--- config.mk ---
export PLATFORM = sky130hd
export DESIGN_NAME = unix_time_to_calendar_core
export DESIGN_NICKNAME = d
export VERILOG_FILES = /design/src/hdl/u2cal_pkg.sv /design/src/hdl/unix_time_to_calendar_core.sv
export SDC_FILE = /design/constraint.sdc
export NUM_CORES = 1
export LEC_CHECK = 0
export BUFFER_PORTS_ARGS = -buffer_cell sky130_fd_sc_hd__buf_2
export CAP_MARGIN = 20
export CORE_AREA = 2 2 241 243
export CTS_CLUSTER_DIAMETER = 100
export CTS_CLUSTER_SIZE = 30
export DETAILED_ROUTE_END_ITERATION = 16
export DIE_AREA = 0 0 243 245
export GPL_ROUTABILITY_DRIVEN = 0
export GPL_TIMING_DRIVEN = 0
export HOLD_SLACK_MARGIN = 0.06
export PLACE_DENSITY_LB_ADDON = 0.1
export SYNTH_ARGS = -nofsm -noshare
export SYNTH_HDL_FRONTEND = slang
export SYNTH_SLANG_ARGS = --single-unit
--- constraint.sdc ---
create_clock -name clk -period 9.7 [get_ports clk]
set_clock_uncertainty 0.2 [all_clocks]
set_input_delay 0.97 -clock clk [delete_from_list [all_inputs] [get_ports clk]]
set_output_delay 0.97 -clock clk [all_outputs]
set_load 0.05 [all_outputs]
--- src/hdl/u2cal_pkg.sv ---
// ----------------------------------------------------------------------------
// u2cal_pkg: shared types and constants of the epoch to calendar converter
// Microcode word layout, step addresses, opcodes, jump conditions, the
// control store and the month length table.
// ----------------------------------------------------------------------------
`default_nettype none

package u2cal_pkg;

  typedef logic [3:0] pc_t;

  typedef enum logic [3:0] {
    OP_NOP,
    OP_LOAD,
    OP_DIV,
    OP_SAVE_SEC,
    OP_SAVE_MIN,
    OP_SAVE_HR,
    OP_YEAR,
    OP_MONTH,
    OP_EMIT
  } op_t;

  typedef enum logic [2:0] {
    C_NEXT,
    C_ALWAYS,
    C_NO_INPUT,
    C_YEAR_MORE,
    C_MONTH_MORE,
    C_OUT_BUSY
  } cond_t;

  typedef struct packed {
    logic        accept;
    op_t         op;
    cond_t       cond;
    logic [5:0]  divisor;
    pc_t         target;
  } ucw_t;

  // Step addresses of the control program.
  localparam pc_t S_LOAD     = 4'd0;
  localparam pc_t S_DIV_SEC  = 4'd1;
  localparam pc_t S_SAVE_SEC = 4'd2;
  localparam pc_t S_DIV_MIN  = 4'd3;
  localparam pc_t S_SAVE_MIN = 4'd4;
  localparam pc_t S_DIV_HR   = 4'd5;
  localparam pc_t S_SAVE_HR  = 4'd6;
  localparam pc_t S_YEAR     = 4'd7;
  localparam pc_t S_MONTH    = 4'd8;
  localparam pc_t S_EMIT     = 4'd9;
  localparam pc_t S_WRAP     = 4'd10;

  localparam logic [5:0]  SEC_PER_MIN  = 6'd60;
  localparam logic [5:0]  HR_PER_DAY   = 6'd24;
  // Reciprocals for exact division of any 32-bit value: x / 60 is
  // (x * RECIP_MIN) >> 37 and x / 24 is (x * RECIP_HR) >> 36.
  localparam logic [31:0] RECIP_MIN    = 32'h8888_8889;
  localparam logic [31:0] RECIP_HR     = 32'hAAAA_AAAB;
  localparam logic [11:0] EPOCH_YEAR   = 12'd1970;
  localparam logic [1:0]  EPOCH_MOD4   = 2'd2;
  localparam logic [6:0]  EPOCH_MOD100 = 7'd70;
  localparam logic [8:0]  EPOCH_MOD400 = 9'd370;
  localparam logic [6:0]  MOD100_LAST  = 7'd99;
  localparam logic [8:0]  MOD400_LAST  = 9'd399;
  localparam logic [8:0]  DAYS_LEAP    = 9'd366;
  localparam logic [8:0]  DAYS_COMMON  = 9'd365;
  localparam logic [3:0]  MONTH_DEC    = 4'd11;
  localparam logic [3:0]  MONTH_FEB    = 4'd1;

  // Control store. Taken branch goes to target, otherwise to the next step.
  function automatic ucw_t ucode(input pc_t pc);
    ucw_t w;
    w = '{accept: 1'b0, op: OP_NOP, cond: C_ALWAYS, divisor: '0, target: S_LOAD};
    unique case (pc)
      S_LOAD: begin
        w.accept = 1'b1; w.op = OP_LOAD; w.cond = C_NO_INPUT; w.target = S_LOAD;
      end
      S_DIV_SEC: begin
        w.op = OP_DIV; w.cond = C_NEXT; w.divisor = SEC_PER_MIN;
      end
      S_SAVE_SEC: begin
        w.op = OP_SAVE_SEC; w.cond = C_NEXT; w.divisor = SEC_PER_MIN;
      end
      S_DIV_MIN: begin
        w.op = OP_DIV; w.cond = C_NEXT; w.divisor = SEC_PER_MIN;
      end
      S_SAVE_MIN: begin
        w.op = OP_SAVE_MIN; w.cond = C_NEXT; w.divisor = SEC_PER_MIN;
      end
      S_DIV_HR: begin
        w.op = OP_DIV; w.cond = C_NEXT; w.divisor = HR_PER_DAY;
      end
      S_SAVE_HR: begin
        w.op = OP_SAVE_HR; w.cond = C_NEXT; w.divisor = HR_PER_DAY;
      end
      S_YEAR: begin
        w.op = OP_YEAR; w.cond = C_YEAR_MORE; w.target = S_YEAR;
      end
      S_MONTH: begin
        w.op = OP_MONTH; w.cond = C_MONTH_MORE; w.target = S_MONTH;
      end
      S_EMIT: begin
        w.op = OP_EMIT; w.cond = C_OUT_BUSY; w.target = S_EMIT;
      end
      default: begin
        w.op = OP_NOP; w.cond = C_ALWAYS; w.target = S_LOAD;
      end
    endcase
    return w;
  endfunction

  // Days in month m (0 is January).
  function automatic logic [4:0] month_len(input logic [3:0] m, input logic leap);
    logic [4:0] len;
    unique case (m)
      4'd0, 4'd2, 4'd4, 4'd6, 4'd7, 4'd9, 4'd11: len = 5'd31;
      4'd3, 4'd5, 4'd8, 4'd10:                    len = 5'd30;
      MONTH_FEB:                                  len = leap ? 5'd29 : 5'd28;
      default:                                    len = 5'd31;
    endcase
    return len;
  endfunction

endpackage

`default_nettype wire

--- src/hdl/unix_time_to_calendar_core.sv ---
// ----------------------------------------------------------------------------
// unix_time_to_calendar_core: epoch seconds to UTC date and time
// A microcoded sequencer converts a 32-bit count of seconds since
// 1970-01-01 00:00:00 into year, month, day, hour, minute and second.
// ----------------------------------------------------------------------------
//
//  Channel | Handshake             | Word contents
//  --------+-----------------------+------------------------------------------
//  in      | in_valid / in_ready   | epoch_seconds
//  out     | out_valid / out_ready | cal_year, cal_month, cal_day,
//          |                       | cal_hour, cal_minute, cal_second
//
//  A word passes from acceptance through the three divisions, the year walk
//  over the whole years since 1970 and the month walk over the months before
//  its own; the walks are longest for a date in December 2105. The divisions
//  by 60, 60 and 24 are reciprocal multiplications of two steps each; the
//  rest is the year walk, one year a cycle, and the month walk, one month a
//  cycle. The next word is accepted only after the emit and wrap steps of
//  the previous one. Reset (rst, synchronous) returns the step counter to
//  the load step and empties the result register. A stalled result stays
//  in its register while the next word is accepted and converted; only the
//  final write of the result waits for out_ready.
`default_nettype none

module unix_time_to_calendar_core (
  input  wire logic        clk,
  input  wire logic        rst,
  input  wire logic        in_valid,
  output logic             in_ready,
  input  wire logic [31:0] epoch_seconds,
  output logic             out_valid,
  input  wire logic        out_ready,
  output logic [11:0]      cal_year,
  output logic [3:0]       cal_month,
  output logic [4:0]       cal_day,
  output logic [4:0]       cal_hour,
  output logic [5:0]       cal_minute,
  output logic [5:0]       cal_second
);
  import u2cal_pkg::*;

  // Sequencer state.
  pc_t  pc;
  pc_t  pc_next;
  ucw_t cw;
  logic jump;

  // Datapath registers.
  logic [31:0] quo;        // value still to divide, quotient after each save
  logic [63:0] prod;       // value times the reciprocal of the divisor
  logic [5:0]  sec;
  logic [5:0]  min;
  logic [4:0]  hr;
  logic [15:0] days;       // days still to place in a year or month
  logic [11:0] year;
  logic [1:0]  mod4;       // year modulo 4, 100 and 400, kept as counters
  logic [6:0]  mod100;
  logic [8:0]  mod400;
  logic [3:0]  month;      // zero-based

  // Combinational datapath terms.
  logic        by_hr;
  logic [31:0] magic;
  logic [31:0] quot;
  logic [31:0] back;
  logic [31:0] rest;
  logic        leap;
  logic [8:0]  year_len;
  logic        year_more;
  logic [4:0]  mon_len;
  logic        month_more;
  logic        out_busy;

  assign cw = ucode(pc);

  // Division by a constant: multiply by the scaled reciprocal in one step,
  // then take the quotient from the top of the product and the remainder
  // as the value minus quotient times divisor in the next.
  assign by_hr = cw.divisor == HR_PER_DAY;
  assign magic = by_hr ? RECIP_HR : RECIP_MIN;
  assign quot  = by_hr ? {4'd0, prod[63:36]} : {5'd0, prod[63:37]};
  assign back  = by_hr ? (quot << 4) + (quot << 3) : (quot << 6) - (quot << 2);
  assign rest  = quo - back;

  // Gregorian rule: every fourth year, except centuries not divisible by 400.
  assign leap       = (mod4 == 2'd0) && ((mod100 != 7'd0) || (mod400 == 9'd0));
  assign year_len   = leap ? DAYS_LEAP : DAYS_COMMON;
  assign year_more  = days >= {7'd0, year_len};
  assign mon_len    = month_len(month, leap);
  // December absorbs whatever is left, so the month walk stops there.
  assign month_more = (days >= {11'd0, mon_len}) && (month != MONTH_DEC);
  assign out_busy   = out_valid && !out_ready;

  assign in_ready = cw.accept;

  // Branch condition and step counter.
  always_comb begin
    unique case (cw.cond)
      C_NEXT:       jump = 1'b0;
      C_ALWAYS:     jump = 1'b1;
      C_NO_INPUT:   jump = !in_valid;
      C_YEAR_MORE:  jump = year_more;
      C_MONTH_MORE: jump = month_more;
      C_OUT_BUSY:   jump = out_busy;
      default:      jump = 1'b1;
    endcase
    pc_next = jump ? cw.target : pc + 4'd1;
  end

  always_ff @(posedge clk) begin
    if (rst) begin
      pc <= S_LOAD;
    end else begin
      pc <= pc_next;
    end
  end

  // Datapath, driven by the opcode of the current control word.
  always_ff @(posedge clk) begin
    unique case (cw.op)
      OP_LOAD: begin
        if (in_valid) begin
          quo <= epoch_seconds;
        end
      end
      OP_DIV: begin
        prod <= 64'(quo) * 64'(magic);
      end
      OP_SAVE_SEC: begin
        sec <= rest[5:0];
        quo <= quot;
      end
      OP_SAVE_MIN: begin
        min <= rest[5:0];
        quo <= quot;
      end
      OP_SAVE_HR: begin
        hr     <= rest[4:0];
        days   <= quot[15:0];
        year   <= EPOCH_YEAR;
        mod4   <= EPOCH_MOD4;
        mod100 <= EPOCH_MOD100;
        mod400 <= EPOCH_MOD400;
        month  <= '0;
      end
      OP_YEAR: begin
        if (year_more) begin
          days   <= days - {7'd0, year_len};
          year   <= year + 12'd1;
          mod4   <= mod4 + 2'd1;
          mod100 <= (mod100 == MOD100_LAST) ? 7'd0 : mod100 + 7'd1;
          mod400 <= (mod400 == MOD400_LAST) ? 9'd0 : mod400 + 9'd1;
        end
      end
      OP_MONTH: begin
        if (month_more) begin
          days  <= days - {11'd0, mon_len};
          month <= month + 4'd1;
        end
      end
      default: begin
      end
    endcase
  end

  // Result register: filled at the emit step once the previous word is gone.
  always_ff @(posedge clk) begin
    if (rst) begin
      out_valid <= 1'b0;
    end else if (cw.op == OP_EMIT && !out_busy) begin
      out_valid <= 1'b1;
    end else if (out_ready) begin
      out_valid <= 1'b0;
    end
  end

  always_ff @(posedge clk) begin
    if (cw.op == OP_EMIT && !out_busy) begin
      cal_year   <= year;
      cal_month  <= month + 4'd1;
      cal_day    <= days[4:0] + 5'd1;
      cal_hour   <= hr;
      cal_minute <= min;
      cal_second <= sec;
    end
  end

  // An accepted word always starts the first division.
  assert property (@(posedge clk) disable iff (rst)
    (in_valid && in_ready) |=> (pc == S_DIV_SEC))
    else $error("accepted word did not start the divider");

  // The day count left after the three divisions fits the day register.
  assert property (@(posedge clk) disable iff (rst)
    (pc == S_SAVE_HR) |-> (quot[31:16] == 16'd0))
    else $error("day count overflows its register");

  // The year walk never passes the last year that 32 bits can reach.
  assert property (@(posedge clk) disable iff (rst)
    (pc == S_YEAR) |-> (year <= 12'd2106))
    else $error("year walk ran past range");

  // The month walk ends with fewer days left than the month holds.
  assert property (@(posedge clk) disable iff (rst)
    (pc == S_MONTH && !month_more) |-> (days < {11'd0, mon_len}))
    else $error("month walk left too many days");

  // While the result register is held at the emit step, the sequencer waits there.
  assert property (@(posedge clk) disable iff (rst)
    (pc == S_EMIT && out_busy) |=> (pc == S_EMIT && out_valid))
    else $error("result overwritten while stalled");

endmodule

`default_nettype wire

==> results of run 1 <==
-- kinds of logic after synthesis --
logic type	synth area share, %
flops	19.9
fa+ha+maj	49.9
mux	1.23
simple gates	8.08
compound gates	6.92
buf+inv	9.44
xor+xnor	4.55
-- cell type report --
type,instances,share of cell area (%)
Multi-Input combinational cell,1628,65.4
Sequential cell,170,18.2
Inverter,574,7.77
Tap cell,765,3.45
Timing Repair Buffer,91,1.99
Clock buffer,17,1.53
Buffer,54,0.939
Clock inverter,15,0.722
-- worst paths after layout --
check / endpoint / cells after the start
setup / recovery: prod[56]$_DFFE_PN_ / 30
hold reg to reg: cal_hour[4]$_DFFE_PP_ / 0
hold / removal: cal_hour[4]$_DFFE_PP_ / 0
setup reg to reg: prod[56]$_DFFE_PN_ / 30
-- cell usage in the layout, fill, tap and decap left out, types with 8 or more instances in the layout --
cell type | Yosys | routed
sky130_fd_sc_hd__a21o_1 | 19 | 19
sky130_fd_sc_hd__a21oi_1 | 84 | 81
sky130_fd_sc_hd__a31oi_1 | 10 | 9
sky130_fd_sc_hd__and2_1 | 10 | 8
sky130_fd_sc_hd__and3_1 | 12 | 12
sky130_fd_sc_hd__buf_2 | 22 | 95
sky130_fd_sc_hd__buf_4 | 0 | 11
sky130_fd_sc_hd__clkbuf_1 | 26 | 26
sky130_fd_sc_hd__clkbuf_16 | 0 | 17
sky130_fd_sc_hd__edfxtp_1 | 165 | 165
sky130_fd_sc_hd__fa_1 | 390 | 390
sky130_fd_sc_hd__ha_1 | 390 | 389
sky130_fd_sc_hd__inv_1 | 574 | 573
sky130_fd_sc_hd__mux2i_1 | 30 | 30
sky130_fd_sc_hd__nand2_1 | 134 | 134
sky130_fd_sc_hd__nand2b_1 | 13 | 12
sky130_fd_sc_hd__nand3_1 | 28 | 27
sky130_fd_sc_hd__nand4_1 | 21 | 21
sky130_fd_sc_hd__nor2_1 | 111 | 109
sky130_fd_sc_hd__nor2b_1 | 10 | 10
sky130_fd_sc_hd__nor3_1 | 26 | 24
sky130_fd_sc_hd__o211ai_1 | 8 | 8
sky130_fd_sc_hd__o21ai_0 | 57 | 55
sky130_fd_sc_hd__o21bai_1 | 15 | 15
sky130_fd_sc_hd__or2_2 | 13 | 13
sky130_fd_sc_hd__or3_1 | 9 | 9
sky130_fd_sc_hd__xnor2_1 | 83 | 80
sky130_fd_sc_hd__xor2_1 | 49 | 49
-- state kept, by name (all words and copies together) (netlist names), 5 cells and up --
name        cells
cal_day         5
cal_hour        5
quo            32
mod100          7
cal_minute      6
cal_year       12
prod           28
year           12
min             6
cal_second      6
sec             6
mod400          9
hr              5
days           16
-- per-stage QoR --
stage / utilization, % / cell area, um^2 / setup TNS (ps) / hold WS [ps]
floorplan: - / 25400 / 0 / 200
global placement: 46.9 / 26800 / -22290 / 202
finish: 48.6 / 27700 / 0 / 221
CTS: 48.5 / 27600 / 0 / 222
global route: 48.6 / 27700 / 0 / 228
detailed placement: 47.2 / 26900 / -18520 / 205
-- timing repair --
item                                    in CTS  in global routing
pin swaps                                    3                  3
gates resized for setup                     21                 12
setup buffers                                4                  1
endpoints found under the setup margin      27                 16
-- routing by layer --
layer,share of wire [%],up-vias,GRT usage (%)
met4,3.8,0,8.77
met1,42,8660,32.8
met3,4.9,124,3.43
met2,49,505,43.5
li1,-,8066,-
met5,0,-,0
==> metrics.log, run 1 <==
INFO  metric status = complete, no violations
INFO  metric wire_per_inst = ~22 um
INFO  metric clock_tree.buffer_depth = 2
INFO  metric synth.ff_latch_count = 170
INFO  metric initial_utilization = 44.6%
INFO  metric clkTransAtPathRegs = around 80 ps
INFO  metric setup_viol_count_final = 0
INFO  metric synth_top_cells_by_area = sky130_fd_sc_hd__fa_1 31%, sky130_fd_sc_hd__edfxtp_1 19%, sky130_fd_sc_hd__ha_1 19%, sky130_fd_sc_hd__inv_1 8.5%, sky130_fd_sc_hd__xnor2_1 2.9%
INFO  metric place_inst = roughly 3.3k
INFO  metric floorplan.die.width = 243 um
INFO  metric dp_worst_setup_slack = -1220 ps
INFO  metric synth.largest_area_cell = sky130_fd_sc_hd__fa_1
INFO  metric postSynth.topFlopCell = sky130_fd_sc_hd__edfxtp_1
INFO  metric drive_gt1_share = roughly 8.6%
INFO  metric numCtsBuffers = 17
INFO  metric clock-sinks = 170
INFO  metric synth.top_cell.area_share = a little under a third
INFO  metric postSynthAreaPerCell = 10.5 um^2
INFO  metric min-delay-path-class = reg -> reg
INFO  metric yosysSeqAreaShare = 19.9%
INFO  metric clk_root_buffer_cell = sky130_fd_sc_hd__clkbuf_16
INFO  metric cp_common_cell = sky130_fd_sc_hd__fa_1
INFO  metric path_max_fanout = 10
INFO  metric number_of_remaining_drc_errors = 0
INFO  metric critPathLaunch = pc[0]$_SDFF_PP0_
INFO  metric vias = between 15k and 20k
INFO  metric cts-htree-levels = 4
INFO  metric final_hold_viol_count = 0
INFO  metric syn-num-nets = between 3k and 4k
INFO  metric setup.worst_path.start_class = flop
INFO  metric clk_latency = 460 ps
INFO  metric period_minus_slack = roughly 9400 ps
INFO  metric area_taken_by_multi_input_logic_gates = 18100 um^2
INFO  metric antenna_violations_before_repair = 0
INFO  metric rows = 88
INFO  metric maxSlewHeadroom = 38.2%
INFO  metric final-max-slew-violation-count = 0
INFO  metric path_class = reg -> reg
INFO  metric worstReg2RegStart = pc[0]$_SDFF_PP0_
INFO  metric fillCellCount = about 5.4k
INFO  metric top_level_ports = 76
INFO  metric critical_path.n_buffers_inverters = 8
INFO  metric vias_in_the_first_global_route = roughly 18k
INFO  metric core_area = 57000 um^2
INFO  metric synth_commonest_cells = 574 x sky130_fd_sc_hd__inv_1, 390 x sky130_fd_sc_hd__fa_1, 390 x sky130_fd_sc_hd__ha_1
INFO  metric critical_path_arrival = 9420 ps
INFO  metric routed_wirelength = 72.5 mm
INFO  metric drt_iter0_drc = 1096
INFO  metric syn_to_final_growth = 9.02%
INFO  metric ctsHoldBuffers = 0
INFO  metric worst_pin_slew = 920 ps
INFO  metric grt_util_all_layers = 25.3%
INFO  metric detail_route.vias_per_cell = approximately 5.2
INFO  metric synth_enable_flop_cells = approximately 170
INFO  metric start_point_of_the_worst_hold_path = hr[4]$_DFFE_PP_
INFO  metric postRouteAntennaNets = 0
INFO  metric finalNetCount = 3352
INFO  metric worst_slack = 294 ps
INFO  metric dr.pass1.iters = 6
INFO  metric path_delay_family = adder cells
INFO  metric die_height = ~250 um
INFO  metric grt_first_pass_wirelength = 112 mm
INFO  metric design.die.area = between 50000 and 60000 um^2
INFO  metric slowest_delay = 570 ps
INFO  metric register_area = 5050 um^2
INFO  metric dp.final_hpwl = around 63 mm
INFO  metric maximum_number_of_pins_on_one_net_before_global_route_repair = 22
INFO  metric place.port_buffers = between 70 and 80
INFO  metric cts_tree = built
INFO  metric worst-endpoint-required = 9720 ps
INFO  metric grt_setup_unrepaired = no
INFO  metric worst-r2r-setup-slack = roughly 290 ps
INFO  metric synthesis.area = 25400 um^2
INFO  metric post-synth-top-count-cell = sky130_fd_sc_hd__inv_1
INFO  metric number_of_distinct_library_cells_after_synthesis = 86
INFO  metric grt.overflow.total = 0
INFO  metric number_of_cells_in_the_finished_layout_apart_from_fillers = 3314
INFO  metric synth_async_sr_flop_share = 0%
INFO  metric yosysWarnings = 0
INFO  metric endpoint_kind = flop
INFO  metric timing.fmax = between 0.1 and 0.15 GHz
INFO  metric post_synth_inst_count = approximately 2.4k
INFO  metric min_period_over_period = 97.0%
INFO  metric drv_cap = 0
INFO  metric insertedDiodeCount = 0
INFO  metric cp_slowest_cell = sky130_fd_sc_hd__fa_1
Power of run 1 is left out: the tool's default activity adds up to more than one toggle a clock period on the data nets, which glitch-free logic cannot reach.
==> run 2: changes to the inputs <==
--- a/config.mk
+++ b/config.mk
@@ -16,6 +16,7 @@
 export GPL_TIMING_DRIVEN = 0
 export HOLD_SLACK_MARGIN = 0.06
 export PLACE_DENSITY_LB_ADDON = 0.1
+export SETUP_SLACK_MARGIN = 0.4
 export SYNTH_ARGS = -nofsm -noshare
 export SYNTH_HDL_FRONTEND = slang
 export SYNTH_SLANG_ARGS = --single-unit
==> run 2 against run 1 <==
Highest routed layer unchanged. Worst hold slack about the same. Worst setup slack better by 400 ps. Critical path depth down 2. Die area unchanged. Final cell count up 0.12%. Clock-buffer cell count unchanged.
==> metrics.log, run 2 (synthesis gave the netlist of run 1 again) <==
INFO  metric slowest_delay = 570 ps (about the same)
INFO  metric clk_latency = 460 ps (about the same)
INFO  metric clock_tree.buffer_depth = 2 (unchanged)
INFO  metric clkTransAtPathRegs = 80 ps (about the same)
INFO  metric timing.fmax = 0.111 GHz (+4.5%)
INFO  metric dpl-instance-area = 26900 um^2 (unchanged)
INFO  metric ctsHoldBuffers = 0 (unchanged)
INFO  metric cts_tree = built
INFO  metric clock-sinks = 170 (unchanged)
INFO  metric min-delay-path-class = reg -> reg
INFO  metric setup_viol_count_final = 0 (unchanged)
INFO  metric final_common_cell = sky130_fd_sc_hd__inv_1
INFO  metric dr.pass1.iters = 8 (+2)
INFO  metric initial_utilization = 44.6% (unchanged)
INFO  metric setup.worst_path.start_class = flop
INFO  metric largest_register_ffs = 32 (unchanged)
INFO  metric reg_top3 = quo (32), prod (28), days (16)
INFO  metric design.die.area = 59500 um^2 (unchanged)
INFO  metric critical_path_arrival = 9020 ps (-400 ps)
INFO  metric design_area = 27800 um^2 (+0.34%)
INFO  metric cp_slowest_cell = sky130_fd_sc_hd__fa_1
INFO  metric routed_wirelength = 72.6 mm (about the same)
INFO  metric clk_root_buffer_cell = sky130_fd_sc_hd__clkbuf_16
INFO  metric die_height = 245 um (unchanged)
INFO  metric endpoint_kind = flop
INFO  metric detail_route.vias_per_cell = 5.24 (about the same)
INFO  metric largest_register = quo
INFO  metric path_class = reg -> reg
INFO  metric vias = 17.4k (+0.13%)
INFO  metric insertedDiodeCount = 0 (unchanged)
INFO  metric number_of_remaining_drc_errors = 0 (unchanged)
INFO  metric drive_gt1_share = 9.17% (+0.61 points)
INFO  metric cts-htree-levels = 4 (unchanged)
INFO  metric final_hold_viol_count = 0 (unchanged)
INFO  metric final-max-slew-violation-count = 0 (unchanged)
INFO  metric antenna_violations_before_repair = 0 (unchanged)
INFO  metric worst-endpoint-required = 9710 ps (about the same)
INFO  metric floorplan.die.width = 243 um (unchanged)
INFO  metric drv_cap = 0 (unchanged)
INFO  metric rows = 88 (unchanged)
INFO  metric grt_first_pass_wirelength = 112 mm (about the same)
INFO  metric maxSlewHeadroom = 38.3% (+0.13 points)
INFO  metric grt.overflow.total = 0 (unchanged)
INFO  metric finalCoreUtilization = 48.8% (+0.17 points)
INFO  metric status = complete, no violations
INFO  metric most_frequent_cells_in_the_layout = 572 x sky130_fd_sc_hd__inv_1, 390 x sky130_fd_sc_hd__fa_1, 388 x sky130_fd_sc_hd__ha_1
INFO  metric top_level_ports = 76 (unchanged)
INFO  metric hold_slack = 221 ps (+0.00600 ps)
INFO  metric grt_util_all_layers = 25.3% (about the same)
INFO  metric cp_common_cell = sky130_fd_sc_hd__fa_1
INFO  metric numCtsBuffers = 17 (unchanged)
INFO  metric maximum_number_of_pins_on_one_net_before_global_route_repair = 22 (unchanged)
INFO  metric drt_iter0_drc = 1105 (+0.82%)
INFO  metric worst_pin_slew = 918 ps (-1.97 ps)
INFO  metric final.setup.tns = 0 ps (unchanged)
INFO  metric fillCellCount = 5381 (-0.37%)
INFO  metric period_minus_slack = 9000 ps (-403 ps)
INFO  metric min_period_over_period = 92.8% (-4.2 points)
INFO  metric vias_in_the_first_global_route = 18.5k (-0.065%)
INFO  metric postRouteAntennaNets = 0 (unchanged)
INFO  metric dp.final_hpwl = 63.1 mm (unchanged)
INFO  metric grt_setup_unrepaired = yes
INFO  metric finalNetCount = 3356 (+0.12%)
INFO  metric wire_per_inst = 21.9 um (about the same)
INFO  metric core_area = 57000 um^2 (unchanged)
INFO  metric place.port_buffers = 75 (unchanged)
INFO  metric path_max_fanout = 10 (unchanged)
INFO  metric syn_to_final_growth = 9.39%
==> run 2: changes by cell type in the layout (fill, tap and decap cells not counted), moves of 2 or more <==
cell,change
sky130_fd_sc_hd__a21oi_1,-2
sky130_fd_sc_hd__a21oi_2,+2
sky130_fd_sc_hd__buf_4,+4
sky130_fd_sc_hd__nand2_1,-2
sky130_fd_sc_hd__nand2_2,+2
sky130_fd_sc_hd__xnor2_1,-2
sky130_fd_sc_hd__xnor2_2,+2
==> run 2: path summary, 6_finish.rpt <==
path                                        from                    end  slack, ps  cells past startpoint
worst max register to register  pc[0]$_SDFF_PP0_     prod[63]$_DFFE_PN_        700                     28
worst min register to register   hr[4]$_DFFE_PP_  cal_hour[4]$_DFFE_PP_        220                      0
worst min-delay path             hr[4]$_DFFE_PP_  cal_hour[4]$_DFFE_PP_        220                      0
worst max-delay path            pc[0]$_SDFF_PP0_     prod[63]$_DFFE_PN_        700                     28
==> run 2: timing repair <==
item                       CTS  global route
hold endpoints to repair     0             0
setup buffers                5             4
resized for setup           35            16
pin swaps                    5             5
setup endpoints to repair   28            17
==> run 2: area by class of cell <==
class	instances	area, um^2	area share (%)
Timing Repair Buffer	95	581	2.09
Inverter	574	2150	7.75
Tap cell	765	957	3.44
Buffer	54	265	0.954
Clock buffer	17	425	1.53
Clock inverter	15	200	0.720
Multi-Input combinational cell	1628	18200	65.3
Sequential cell	170	5050	18.2
==> run 2: layer usage <==
layer | track usage (%) | vias to the layer above | wire length (um) | share of wire [%]
li1 | - | 8066 | - | -
met1 | 32.8 | 8679 | 30500 | 42
met2 | 43.4 | 518 | 35600 | 49
met3 | 3.50 | 114 | 3750 | 5.2
met4 | 8.90 | 0 | 2720 | 3.7
met5 | 0 | - | 0 | 0
==> run 2: critical path, delay by kind of cell (launching register included) <==
kind / cells / cell delay (ps)
xor gates and xnor gates: 2 / 660
DFF: 1 / 400
adders and majority gates: 9 / 3990
and+or+nand+nor: 4 / 780
buffers and inverters: 6 / 850
AOI/OAI and AO/OA: 7 / 1860
==> run 2: through the flow <==
| stage | cells | setup WS (ps) |
|---|---|---|
| finish | 3318 | 697 |
| global route | 3318 | 352 |
| CTS | 3313 | 451 |
| detailed placement | 3276 | -1220 |
| global placement | 3266 | -1280 |
| floorplan | 2426 | 1320 |
Power of run 2 is left out for the same reason.
